File: src/rtl/dsr_pkg.sv
// ---------------------------------------------------------------------------
// Datagram sequence reassembler package
// Status codes, register indexes and the result record.
// ---------------------------------------------------------------------------
package dsr_pkg;

    typedef enum logic [2:0] {
        ST_WHOLE   = 3'd0,
        ST_REASM   = 3'd1,
        ST_ORDER   = 3'd2,
        ST_GAP     = 3'd3,
        ST_ILLEGAL = 3'd4,
        ST_STORED  = 3'd5,
        ST_LARGE   = 3'd6
    } t_status;

    localparam logic [0:0] CFG_FRAG_BUF_SIZE = 1'b0;
    localparam logic [0:0] CFG_MAX_MSG_SIZE  = 1'b1;

    localparam logic [17:0] CFG_RESET_VALUE = 18'h20000;
    localparam logic [17:0] SEQ_BYTES       = 18'd4;

    typedef struct packed {
        t_status     status;
        logic        deliver;
        logic [30:0] dropped_count;
        logic [17:0] write_offset;
        logic [17:0] message_length;
    } t_result;

endpackage

File: src/rtl/dsr_core.sv
// ---------------------------------------------------------------------------
// Datagram sequence reassembler decision core
// Holds the sequence and reassembly state and decides one header per cycle in which i_fire is high.
// ---------------------------------------------------------------------------
module dsr_core #(
    parameter int FRAG_SIZE     = 1300,
    parameter int BUF_BYTES_MAX = 131072
) (
    input  logic                 i_clk,
    input  logic                 i_rst_n,
    input  logic                 i_fire,
    input  logic [30:0]          i_sequence_req,
    input  logic                 i_fragmented,
    input  logic signed [31:0]   i_fragment_start,
    input  logic signed [15:0]   i_fragment_length,
    input  logic [15:0]          i_payload_remaining,
    input  logic [17:0]          i_cfg_buf_size,
    input  logic [17:0]          i_cfg_max_msg,
    output dsr_pkg::t_result     o_result
);

    logic [30:0] r_last;
    logic [30:0] r_owner;
    logic [17:0] r_asm;
    logic [30:0] r_held;
    logic [30:0] n_last;
    logic [30:0] n_owner;
    logic [17:0] n_asm;
    logic [30:0] n_held;

    logic        out_of_order;
    logic [30:0] skipped;
    logic        owner_new;
    logic [17:0] eff_asm;
    logic        gap_hit;
    logic [15:0] flen_mag;
    logic [18:0] sum;
    logic        over_buf;
    logic        over_cfg;
    logic        illegal;
    logic [17:0] new_asm;
    logic        is_full;
    logic        too_large;
    dsr_pkg::t_status status;

    assign out_of_order = (i_sequence_req <= r_last);
    assign skipped      = i_sequence_req - r_last - 31'd1;
    assign owner_new    = (i_sequence_req != r_owner);
    assign eff_asm      = owner_new ? 18'd0 : r_asm;
    assign gap_hit      = (i_fragment_start != {14'd0, eff_asm});
    assign flen_mag     = {1'b0, i_fragment_length[14:0]};
    assign sum          = {1'b0, eff_asm} + {4'd0, i_fragment_length[14:0]};
    assign over_buf     = ({13'd0, sum} > 32'(BUF_BYTES_MAX));
    assign over_cfg     = (sum > {1'b0, i_cfg_buf_size});
    assign illegal      = i_fragment_length[15] || (flen_mag > i_payload_remaining)
                          || over_buf || over_cfg;
    assign new_asm      = sum[17:0];
    assign is_full      = (i_fragment_length == 16'(FRAG_SIZE));
    assign too_large    = (new_asm > i_cfg_max_msg);

    always_comb begin
        n_last  = r_last;
        n_owner = r_owner;
        n_asm   = r_asm;
        n_held  = r_held;
        status  = dsr_pkg::ST_ORDER;
        o_result.write_offset   = 18'd0;
        o_result.message_length = 18'd0;
        if (!out_of_order) begin
            n_held = skipped;
            if (!i_fragmented) begin
                n_last = i_sequence_req;
                status = dsr_pkg::ST_WHOLE;
            end else begin
                n_owner = i_sequence_req;
                n_asm   = eff_asm;
                if (gap_hit) begin
                    status = dsr_pkg::ST_GAP;
                end else if (illegal) begin
                    status = dsr_pkg::ST_ILLEGAL;
                end else begin
                    o_result.write_offset = eff_asm;
                    n_asm = new_asm;
                    if (is_full) begin
                        status = dsr_pkg::ST_STORED;
                    end else if (too_large) begin
                        status = dsr_pkg::ST_LARGE;
                    end else begin
                        status = dsr_pkg::ST_REASM;
                        o_result.message_length = new_asm + dsr_pkg::SEQ_BYTES;
                        n_asm  = 18'd0;
                        n_last = i_sequence_req;
                    end
                end
            end
        end
        o_result.status        = status;
        o_result.deliver       = (status == dsr_pkg::ST_WHOLE) || (status == dsr_pkg::ST_REASM);
        o_result.dropped_count = n_held;
    end

    always_ff @(posedge i_clk) begin
        if (!i_rst_n) begin
            r_last  <= '0;
            r_owner <= '0;
            r_asm   <= '0;
            r_held  <= '0;
        end else if (i_fire) begin
            r_last  <= n_last;
            r_owner <= n_owner;
            r_asm   <= n_asm;
            r_held  <= n_held;
        end
    end

endmodule

File: src/rtl/datagram_sequence_reassembler.sv
// ---------------------------------------------------------------------------
// Datagram sequence reassembler
// Sequence check and fragment reassembly bookkeeping for parsed packet headers.
// ---------------------------------------------------------------------------
// The input channel takes one parsed header per transfer; the output channel
// gives exactly one result per header, in order. Both use valid and ready.
// A header transfer lands in the input register; once the result register can
// load, the decision core updates the sequence and reassembly state and fills
// the result register, which offers the result on the output channel.
// One header per cycle is sustained while the receiver takes each result; the
// rate is set by the single state update per cycle in the decision core.
// When the receiver stalls, the result register holds its transfer and the
// input register takes one more header before ready drops.
// The configuration channel is always ready; index 0 sets the reassembly
// buffer capacity and index 1 the largest deliverable message. Write it only
// while no header is in flight.
// Synchronous reset empties both registers, clears the decision core state to
// zero and sets both configuration registers to 131072.
// ---------------------------------------------------------------------------
module datagram_sequence_reassembler #(
    parameter int FRAG_SIZE     = 1300,
    parameter int BUF_BYTES_MAX = 131072
) (
    input  logic                 i_clk,
    input  logic                 i_rst_n,
    input  logic                 i_in_valid,
    output logic                 o_in_ready,
    input  logic [30:0]          i_sequence_req,
    input  logic                 i_fragmented,
    input  logic signed [31:0]   i_fragment_start,
    input  logic signed [15:0]   i_fragment_length,
    input  logic [15:0]          i_payload_remaining,
    output logic                 o_out_valid,
    input  logic                 i_out_ready,
    output logic [2:0]           o_status,
    output logic                 o_deliver,
    output logic [30:0]          o_dropped_count,
    output logic [17:0]          o_write_offset,
    output logic [17:0]          o_message_length,
    input  logic                 i_cfg_valid,
    output logic                 o_cfg_ready,
    input  logic [0:0]           i_cfg_index,
    input  logic [17:0]          i_cfg_data
);

    logic                r_in_valid;
    logic [30:0]         r_seq;
    logic                r_frag;
    logic signed [31:0]  r_start;
    logic signed [15:0]  r_flen;
    logic [15:0]         r_remaining;
    logic                r_out_valid;
    dsr_pkg::t_result    r_res;
    logic [17:0]         r_cfg_buf;
    logic [17:0]         r_cfg_max;

    logic                out_load;
    logic                fire;
    dsr_pkg::t_result    core_res;

    assign out_load   = !r_out_valid || i_out_ready;
    assign fire       = r_in_valid && out_load;
    assign o_in_ready = !r_in_valid || out_load;
    assign o_cfg_ready = 1'b1;

    always_ff @(posedge i_clk) begin
        if (!i_rst_n) begin
            r_in_valid <= 1'b0;
        end else if (o_in_ready) begin
            r_in_valid <= i_in_valid;
        end
    end

    always_ff @(posedge i_clk) begin
        if (i_in_valid && o_in_ready) begin
            r_seq       <= i_sequence_req;
            r_frag      <= i_fragmented;
            r_start     <= i_fragment_start;
            r_flen      <= i_fragment_length;
            r_remaining <= i_payload_remaining;
        end
    end

    always_ff @(posedge i_clk) begin
        if (!i_rst_n) begin
            r_cfg_buf <= dsr_pkg::CFG_RESET_VALUE;
            r_cfg_max <= dsr_pkg::CFG_RESET_VALUE;
        end else if (i_cfg_valid) begin
            case (i_cfg_index)
                dsr_pkg::CFG_FRAG_BUF_SIZE: r_cfg_buf <= i_cfg_data;
                dsr_pkg::CFG_MAX_MSG_SIZE:  r_cfg_max <= i_cfg_data;
                default: ;
            endcase
        end
    end

    dsr_core #(
        .FRAG_SIZE     (FRAG_SIZE),
        .BUF_BYTES_MAX (BUF_BYTES_MAX)
    ) u_core (
        .i_clk               (i_clk),
        .i_rst_n             (i_rst_n),
        .i_fire              (fire),
        .i_sequence_req      (r_seq),
        .i_fragmented        (r_frag),
        .i_fragment_start    (r_start),
        .i_fragment_length   (r_flen),
        .i_payload_remaining (r_remaining),
        .i_cfg_buf_size      (r_cfg_buf),
        .i_cfg_max_msg       (r_cfg_max),
        .o_result            (core_res)
    );

    always_ff @(posedge i_clk) begin
        if (!i_rst_n) begin
            r_out_valid <= 1'b0;
        end else if (out_load) begin
            r_out_valid <= r_in_valid;
        end
    end

    always_ff @(posedge i_clk) begin
        if (fire) begin
            r_res <= core_res;
        end
    end

    assign o_out_valid      = r_out_valid;
    assign o_status         = r_res.status;
    assign o_deliver        = r_res.deliver;
    assign o_dropped_count  = r_res.dropped_count;
    assign o_write_offset   = r_res.write_offset;
    assign o_message_length = r_res.message_length;

endmodule

File: config.mk
export PLATFORM = sky130hd
export DESIGN_NAME = datagram_sequence_reassembler
export DESIGN_NICKNAME = d
export VERILOG_FILES = /design/src/rtl/dsr_pkg.sv /design/src/rtl/dsr_core.sv /design/src/rtl/datagram_sequence_reassembler.sv
export SDC_FILE = /design/constraint.sdc
export NUM_CORES = 1
export LEC_CHECK = 0
export BUFFER_PORTS_ARGS = -buffer_cell sky130_fd_sc_hd__buf_2
export CAP_MARGIN = 0
export CELL_PAD_IN_SITES_DETAIL_PLACEMENT = 0
export CELL_PAD_IN_SITES_GLOBAL_PLACEMENT = 1
export CORE_AREA = 2 2 194 196
export DETAILED_ROUTE_END_ITERATION = 8
export DIE_AREA = 0 0 196 198
export GPL_TIMING_DRIVEN = 0
export PLACE_DENSITY = 0.81
export SETUP_SLACK_MARGIN = 0.4
export SYNTH_ARGS = -nofsm -noshare
export SYNTH_HDL_FRONTEND = slang
export SYNTH_SLANG_ARGS = --single-unit
File: constraint.sdc
create_clock -name i_clk -period 7.2 [get_ports i_clk]
set_input_delay 0.72 -clock i_clk [delete_from_list [all_inputs] [get_ports i_clk]]
set_output_delay 0.72 -clock i_clk [all_outputs]
set_load 0.01 [all_outputs]
== Word-level counts from Yosys, hierarchy flattened ==
Cells that the tools add are included.

* Register bits: 316
* Logic and storage cells: 72

* Add/sub/neg operators: 4
* $lt $le $gt $ge: 5
* Equal/unequal tests: 8
* Multiplexer cells: 17
* Bitwise operators: 3
* Reductions and logical operators: 17

{| class="wikitable"
|+ Operators by type and width
! kind !! number
|-
| 31-bit 2-to-1 mux || 6
|-
| 18-bit 2-to-1 mux || 5
|-
| 32-bit by 18-bit inequality test with 1-bit output || 1
|-
| 31-bit less-or-equal comparator || 1
|-
| 31-bit inequality test || 1
|-
| 31-bit by 1-bit subtractor with 31-bit output (second input constant) || 1
|-
| 31-bit subtractor || 1
|-
| 18-bit by 15-bit adder with 19-bit output || 1
|-
| 19-bit by 18-bit greater-than comparator with 1-bit output || 1
|-
| 19-bit by 18-bit greater-than comparator with 1-bit output (second input constant) || 1
|-
| 18-bit by 3-bit adder with 18-bit output (second input constant) || 1
|-
| 18-bit greater-than comparator || 1
|-
| 3-bit 2-to-1 mux || 6
|-
| 16-bit by 12-bit equality test with 1-bit output (second input constant) || 1
|-
| 15-bit by 16-bit greater-than comparator with 1-bit output || 1
|-
| 2-bit inequality test (second input constant) || 4
|-
| 1-bit logical OR || 6
|-
| 6-bit AND reduction || 1
|-
| 6-bit OR reduction || 1
|-
| 2-bit AND reduction || 2
|-
| 4-bit OR reduction || 1
|-
| 3-bit by 1-bit equality test with 1-bit output (second input constant) || 1
|-
| 3-bit logical NOT || 1
|-
| 1-bit NOT || 3
|-
| 3 further kinds || 5
|}

== Longest topological paths before layout ==
Gate-level depths: netlist of the first run.

* Word-level depth: 12
* Mapped depth: 29
* Mapped depth without buffers: 23

== Modules after synthesis ==
A second synthesis of the first run with hierarchy kept.

* Cell total of the unflattened synthesis: 1623
* Area, all modules: 16387.0 µm²

{| class="wikitable"
|+ Modules (own cells, without submodules)
! module !! instances !! cells an instance !! area each (µm²)
|-
| dsr_core || 1 || 1306 || 9865.7
|-
| datagram_sequence_reassembler || 1 || 317 || 6521.3
|}

== Worst setup path before layout of the first run ==
Ideal clock, no wire load.

* Kind: flip-flop to flip-flop
* Start: reg r_seq[16]
* End: reg r_res (netlist bit o_write_offset[10]), data pin
* Data arrival time: 5.307 ns
* Data required time: 6.945 ns
* Slack: 1.638 ns
* Stages on the path, launching flop included: 30
* Path buffers: 6
* Path through: edfxtp_1 > xnor2_1 > nand4_1 > nor4_2 > and2_1 > buf_2 > buf_4 > nand2_1 > inv_1 > ha_1 > a21o_1 > nand2b_1 > and2_1 > a21o_1 > or2_0 > buf_2 > xnor2_1 > inv_1 > ha_1 > nand2_1 > a311oi_1 > mux2_4 > o31ai_1 > a22o_1 > and3_1 > buf_6 > and3_1 > buf_2 > buf_2 > and2_1

* Word-level cells in the longest chain between the ends: 7
* Elaborated cells between the ends (all ways): 10
* Those cells by class: add/sub (1); order compare (3); eq/ne (2); mux (1); reduce/logical (3)

{| class="wikitable"
|+ Ends and longest elaborated chain
! element !! RTL line !! RTL
|-
| start, declared || datagram_sequence_reassembler.sv:47 || <nowiki>logic [30:0] r_seq;</nowiki>
|-
| start signal, assigned || datagram_sequence_reassembler.sv:76 || <nowiki>r_seq <= i_sequence_req;</nowiki>
|-
| 31-bit inequality test (*) || dsr_core.sv:48 || <nowiki>assign owner_new = (i_sequence_req != r_owner);</nowiki>
|-
| 18-bit 2-to-1 mux (*) || dsr_core.sv:49 || <nowiki>assign eff_asm = owner_new ? 18'd0 : r_asm;</nowiki>
|-
| named net u_core.eff_asm[13] || dsr_core.sv:34 || <nowiki>logic [17:0] eff_asm;</nowiki>
|-
| 18-bit by 15-bit adder with 19-bit output || dsr_core.sv:52 || <nowiki>assign sum = {1'b0, eff_asm} + {4'd0, i_fragment_length[14:0]};</nowiki>
|-
| 19-bit by 18-bit greater-than comparator with 1-bit output || dsr_core.sv:53 || <nowiki>assign over_buf = ({13'd0, sum} > 32'(BUF_BYTES_MAX));</nowiki>
|-
| 1-bit logical OR (2 in series) || dsr_core.sv:56 || <nowiki>|| over_buf || over_cfg;</nowiki>
|-
| 4-bit OR reduction (no source line) (*) || -- ||
|-
| end signal, assigned || datagram_sequence_reassembler.sv:124 || <nowiki>r_res <= core_res;</nowiki>
|-
| end, declared || datagram_sequence_reassembler.sv:53 || <nowiki>dsr_pkg::t_result r_res;</nowiki>
|}

Mark *: on every way through the listed nets, which the timed path passes. The rest lies on a longest branch.
A chain may end at the register's enable or synchronous reset.

== Worst setup path in the final report of the first run ==
* Start: reg r_seq[26]
* End: reg r_res (netlist bit o_write_offset[6]), data pin

Same word-level chain as after synthesis.

==> results.py, run 1 <==
metrics = {
    "logic_synthesis": {
        "synth_fa_ha_area_share_pct": 7.32,
        "synth_top_family_by_area": "simple AND/OR/NAND/NOR gates",
        "synth-simple-area-share_pct": 16.5,
        "ys_warn_count": 0,
        "post-synth-top-count-cell": "nand2_1",
        "synth_seq_cells": 316,
        "synth_mux_area_share_pct": 3.83,
        "netlist_top_cells_count": "294 x nand2_1, 167 x edfxtp_1, 149 x dfxtp_1",
        "synth_area_sq_um": 16400,
        "yosysTopAreaCellShare_pct": 30.6,
        "syn_nets": 1886,
        "yosysSeqAreaShare_pct": 48.7,
        "synth_flop_cell": "edfxtp_1",
        "synth_compound_area_share_pct": 13.7,
        "synth.largest_area_cell": "edfxtp_1",
        "synthArstFlopShare_pct": 0,
        "synth_cell_type_count": 91,
        "synth_edf_count": 167,
        "syn_inst": 1672,
        "synth_area_leaders": "edfxtp_1 31%, dfxtp_1 18%, ha_1 7.0%, nand2_1 6.7%, a21oi_1 4.4%",
        "avgSynthCellArea_sq_um": 9.82,
        "yosys.area_share.xor_xnor_pct": 5.26,
    },
    "timing": {
        "whs_ns": 0.337,
        "hold_viol_final": 0,
        "rsz0062_at_grt": "false",
        "period_share_pct": 90.8,
        "tns_ns": 0,
        "min_period_ns": 6.54,
        "skew_ns": 0.0190,
        "fmaxAchievable_ghz": 0.153,
        "relSlewSlack_pct": 19.9,
        "final-setup-viol-count": 0,
        "slew_violations": 0,
        "worst_pin_slew_ns": 1.19,
    },
    "layout": {
        "fin_nets": 2136,
        "finalNonFillerCells": 2427,
        "fill_cells": 3433,
        "drive_gt1_share_pct": 18.2,
        "syn_to_final_growth_pct": 19.4,
    },
    "worst_setup_path": {
        "crit_top_cell": "and3_1",
        "cpMaxStageDelayCell": "xnor2_1",
        "critPathMaxStageDelay_ns": 0.94,
        "r2r_end": "o_write_offset[6]",
        "path_class": "register to register",
        "required_ns": 7.51,
        "end_kind": "register",
        "cp_max_fo": 10,
        "critPathLaunch": "r_seq[26]",
        "reg2regPathDepth": 26,
        "rrSetupSlack_ns": 0.66,
        "start_kind": "register",
        "worstPathArrival_ns": 6.84,
        "r2r-start": "r_seq[26]",
    },
    "floorplan": {
        "start_util_pct": 44.4,
        "coreArea_sq_um": 37000,
        "ioPinCount": 194,
        "die_w_microns": 196,
        "fp-row-count": 71,
        "dieArea_sq_um": 38800,
        "dieHeight_microns": 198,
    },
    "routing": {
        "first_pass_iters": 5,
        "vias_per_cell": 5.37,
        "drc": 0,
        "drtIter0Drc": 875,
        "vias": 13000,
        "ant_nets": 0,
        "wl_mm": 44.6,
        "avgRoutedWirePerCell_microns": 18.4,
    },
    "clock_network": {
        "cts_sinks": 316,
        "path_clk_slew_ns": 0.06,
        "cts_buffers": 37,
        "clock_path_buffers": 3,
        "htree_levels": 2,
        "clkLatencyLatePin_ns": 0.55,
        "root_buffer": "clkbuf_16",
        "cts_tree": "yes",
    },
    "worst_hold_path": {
        "worstHoldEndpoint": "r_flen[11]",
        "hp-class": "input port to register",
        "hold_path_depth": 1,
        "hp-start": "i_fragment_length[11]",
    },
    "grt": {
        "grt_usage_pct": 22.9,
        "grt-ovfl-total": 0,
        "grt_pass1_wl_mm": 68.8,
        "grt_pass1_vias": 12500,
        "grt_start_max_net_pins": 60,
        "antenna_found_initial": 3,
    },
    "placement": {
        "port_buffers": 192,
        "place_congestion": 0.879,
        "post-place-cells": 2341,
        "dpl.hpwl_mm": 34.0,
    },
    "flow_run": {
        "max_cap_viol_count": 0,
    },
    "status": {
        "status": "finished, final reports clean",
    },
    "power": {
        "p_per_area_nw_per_um2": 238,
        "power.total_mw": 4.67,
        "total_leakage_power_nw": 7.71,
        "ir_worst_vdd_mv": 0.249,
    },
}
[how the worst max path moves through the flow]
stage	end	slack, ns	depth (start not counted)
final	o_write_offset[6]	0.66	26
after global routing	o_write_offset[6]	0.42	26
after CTS	o_write_offset[6]	0.54	27
after detailed placement	o_write_offset[6]	-0.06	25
after global placement	u_core.r_owner[1]	-0.84	7
after floorplan	o_write_offset[10]	1.64	29
[registers in the layout, indices dropped and copies added, names as in the netlist, 31 cells and up]
| signal | cells |
|---|---|
| u_core.r_owner | 31 |
| u_core.r_last | 31 |
| r_start | 32 |
| u_core.r_held | 31 |
| r_seq | 31 |
| o_dropped_count | 31 |
[cell usage in the layout, fill, tap and decap left out, types with 30 or more instances in the layout]
master | Yosys | layout
inv_1 | 115 | 115
and3_1 | 30 | 30
buf_2 | 11 | 202
a21o_1 | 32 | 32
o21ai_0 | 37 | 36
clkbuf_1 | 48 | 49
a21oi_1 | 144 | 144
nand2_1 | 294 | 294
clkbuf_16 | 0 | 40
nor2_1 | 63 | 63
mux2i_1 | 32 | 32
edfxtp_1 | 167 | 167
xnor2_1 | 78 | 71
dfxtp_1 | 149 | 149
ha_1 | 92 | 92
[cell families (layout without fill, tap and decap cells)]
kind of cell | Yosys count | in the layout
and+or+nand+nor | 571 | 571
AOI/OAI and AO/OA | 347 | 347
DFF | 316 | 316
buffers and inverters | 187 | 466
xor gates and xnor gates | 97 | 97
adders and majority gates | 95 | 95
muxes | 58 | 58
other | 1 | 3
[per-stage QoR]
stage	setup WS [ns]	area [sq um]	utilization [%]
2_1_floorplan	1.64	16400	-
3_3_place_gp	-0.837	18000	48.6
3_5_place_dp	-0.0590	18000	48.8
4_1_cts	0.539	19500	52.7
5_1_grt	0.416	19600	53.0
6_report	0.665	19600	53.0
[report_power, final]
part,switching [mW],internal (mW)
Combinational,0.344,0.233
Sequential,0.0544,2.00
Clock,0.781,1.26
Total,1.18,3.49
[cell type report]
cell class              count  area [sq um]  area share [%]
well taps                 474           593            3.03
flip-flops and latches    316          8000            40.8
plain buffers              70           328            1.67
multi-input cells        1169          7760            39.6
inverters                 117           439            2.24
repair buffers            211          1150            5.86
clock buffers              46          1050            5.37
clock inverters            22           275            1.40
diodes                      2          5.00          0.0255
[critical path, delay by kind of cell (launching register included)]
| kind | cells | cell delay (ns) |
|---|---|---|
| simple gates | 8 | 1.62 |
| flops | 1 | 0.46 |
| buf+inv | 5 | 0.82 |
| fa+ha+maj | 3 | 0.72 |
| compound gates | 8 | 1.44 |
| xor+xnor | 2 | 1.19 |
[repair_timing]
action / 4_1_cts / 5_1_grt
buffers inserted: 6 / 10
pin swaps: 2 / 1
hold buffers: 0 / 0
setup endpoints to repair: 87 / 77
gates resized for setup: 5 / 14
hold endpoints to repair: 0 / 0
[per-layer routing]
layer / track usage (%) / wire length [microns]
met1: 33.0 / 21800
met2: 34.4 / 19100
met3: 5.23 / 2910
met4: 6.57 / 843
met5: 0 / 18
Power figures use the tool's default switching activity.
==> run 2, diff against run 1 <==
--- a/config.mk
+++ b/config.mk
@@ -9,11 +9,12 @@
 export CAP_MARGIN = 0
 export CELL_PAD_IN_SITES_DETAIL_PLACEMENT = 0
 export CELL_PAD_IN_SITES_GLOBAL_PLACEMENT = 1
-export CORE_AREA = 2 2 194 196
+export CORE_AREA = 2 2 204 206
 export DETAILED_ROUTE_END_ITERATION = 8
-export DIE_AREA = 0 0 196 198
+export DIE_AREA = 0 0 206 208
 export GPL_TIMING_DRIVEN = 0
-export PLACE_DENSITY = 0.81
+export HOLD_SLACK_MARGIN = 0.12
+export PLACE_DENSITY = 0.77
 export SETUP_SLACK_MARGIN = 0.4
 export SYNTH_ARGS = -nofsm -noshare
 export SYNTH_HDL_FRONTEND = slang
==> constraint.sdc (replaced) <==
create_clock -name i_clk -period 5.9 [get_ports i_clk]
set_input_delay 0.59 -clock i_clk [delete_from_list [all_inputs] [get_ports i_clk]]
set_output_delay 0.59 -clock i_clk [all_outputs]
set_load 0.01 [all_outputs]
==> results.py, run 2 (synthesis gave the netlist of run 1 again) <==
metrics = {
    "placement": {
        "port_buffers": 192,
        "post-place-cells": 2400,
        "dpl_worst_slack_ns": -1.16,
        "place_congestion": 0.850,
        "dpl.hpwl_mm": 34.8,
    },
    "floorplan": {
        "dieHeight_microns": 208,
        "ioPinCount": 194,
        "start_util_pct": 40.5,
        "dieArea_sq_um": 42800,
        "coreArea_sq_um": 40600,
        "die_w_microns": 206,
        "fp-row-count": 74,
    },
    "timing": {
        "min_period_ns": 5.59,
        "fmaxAchievable_ghz": 0.179,
        "skew_ns": 0.0361,
        "slew_violations": 0,
        "hold_viol_final": 0,
        "period_share_pct": 94.8,
        "relSlewSlack_pct": 46.1,
        "final-setup-viol-count": 0,
        "rsz0062_at_grt": "true",
        "worst_pin_slew_ns": 0.802,
        "setup_ws_ns": 0.307,
    },
    "layout": {
        "final_common_cell": "nand2_1",
        "largest_reg_flops": 32,
        "syn_to_final_growth_pct": 30.6,
        "drive_gt1_share_pct": 27.6,
        "finalNonFillerCells": 2580,
        "final_cell_mix": "290 x nand2_1, 193 x buf_2, 167 x edfxtp_1, 149 x dfxtp_1, 137 x a21oi_1",
        "largest-register": "r_start",
        "fill_cells": 3708,
        "fin_nets": 2231,
    },
    "routing": {
        "vias_per_cell": 5.24,
        "ant_nets": 0,
        "drtIter0Drc": 863,
        "vias": 13500,
        "first_pass_iters": 5,
        "avgRoutedWirePerCell_microns": 18.9,
        "wl_mm": 48.6,
        "drc": 0,
    },
    "status": {
        "status": "finished, final reports clean",
    },
    "worst_setup_path": {
        "start_kind": "register",
        "worstPathArrival_ns": 6.01,
        "reg2regPathDepth": 25,
        "cp_max_fo": 8,
        "cpMaxStageDelayCell": "or4_4",
        "path_class": "register to register",
        "end_kind": "register",
        "critPathMaxStageDelay_ns": 0.57,
        "required_ns": 6.32,
    },
    "grt": {
        "grtUsageMet1_pct": 31.3,
        "gr-max-usage-layer": "met2",
        "grt_usage_pct": 21.9,
        "use_met3_pct": 5.31,
        "grt_pass1_wl_mm": 72.5,
        "grt_pass1_vias": 12900,
        "antenna_found_initial": 8,
        "grt_start_max_net_pins": 69,
        "grt_use_met2_pct": 32.7,
        "grt-ovfl-total": 0,
    },
    "clock_network": {
        "htree_levels": 2,
        "clock_path_buffers": 3,
        "path_clk_slew_ns": 0.06,
        "cts_sinks": 316,
        "root_buffer": "clkbuf_16",
        "clkLatencyLatePin_ns": 0.57,
        "postCtsHoldBufs": 0,
        "cts_tree": "yes",
        "cts_buffers": 36,
    },
    "power": {
        "p_per_area_nw_per_um2": 259,
        "ir_worst_vdd_mv": 0.229,
        "total_leakage_power_nw": 8.29,
    },
    "worst_hold_path": {
        "hp-class": "input port to register",
        "hold_path_depth": 1,
    },
    "flow_run": {
        "max_cap_viol_count": 0,
    },
}
[run 2: cell types whose count changed in the layout (fill, tap and decap cells not counted), moves of 9 or more]
cell	before	now
ha_4	0	17
buf_4	18	98
nor2_4	0	14
and2_1	28	12
buf_2	202	193
nor2_1	63	47
and2_4	1	17
buf_6	5	14
ha_1	92	73
[run 2: timing repair]
item / 4_1_cts / 5_1_grt
gates resized for setup: 117 / 129
setup buffers: 63 / 41
pin swaps: 36 / 71
endpoints found under the setup margin: 89 / 88
gates cloned: 1 / 6
[run 2: area by class of cell]
| type | instances | area, sq um | area share, % |
|---|---|---|---|
| antenna | 3 | 7.51 | 0.0350 |
| buffer | 70 | 464 | 2.17 |
| clock buffer | 51 | 1020 | 4.76 |
| clock inverter | 15 | 134 | 0.625 |
| inverter | 117 | 447 | 2.08 |
| multi-input combinational | 1169 | 8670 | 40.4 |
| sequential | 316 | 8000 | 37.3 |
| tap | 532 | 666 | 3.11 |
| timing repair buffer | 307 | 2030 | 9.48 |
[run 2: per-stage QoR]
stage	cell area (sq um)	util, %	hold slack, ns	power (mW)	setup TNS (ns)
2_1_floorplan	16400	-	0.434	2.99	0
3_3_place_gp	18100	44.5	0.439	3.23	-277.06
3_5_place_dp	18200	44.8	0.445	3.24	-81.62
4_1_cts	20400	50.3	0.175	5.52	0
5_1_grt	21400	52.9	0.178	5.76	0
6_report	21400	52.9	0.196	5.54	0
[run 2: layer usage]
metal	wire length (microns)	vias to the layer above	part of all wire [%]
met5	51	-	0.10
met4	1240	10	2.6
met3	3440	87	7.1
met2	21100	388	43
met1	22800	6419	47
li1	-	6618	-
[run 2: final timing paths]
path	endpoint	slack, ns	startpoint
max	o_message_length[14]	0.31	r_seq[30]
min	r_start[5]	0.20	i_fragment_start[5]
max reg2reg	o_message_length[14]	0.31	r_seq[30]
min reg2reg	u_core.r_held[16]	0.45	u_core.r_held[16]
[run 2: critical path, delay by kind of cell (launching register included)]
family / cells / cell delay, ns
and+or+nand+nor: 9 / 1.81
buffers and inverters: 7 / 1.03
AOI/OAI and AO/OA: 4 / 0.86
adders and majority gates: 3 / 0.85
DFF: 1 / 0.49
xor gates and xnor gates: 2 / 0.40
[run 2: power by group]
part | switching (mW) | total, mW | internal [mW]
logic | 0.468 | 0.816 | 0.347
clock network | 0.927 | 2.23 | 1.30
registers | 0.0615 | 2.50 | 2.44
total | 1.46 | 5.54 | 4.09
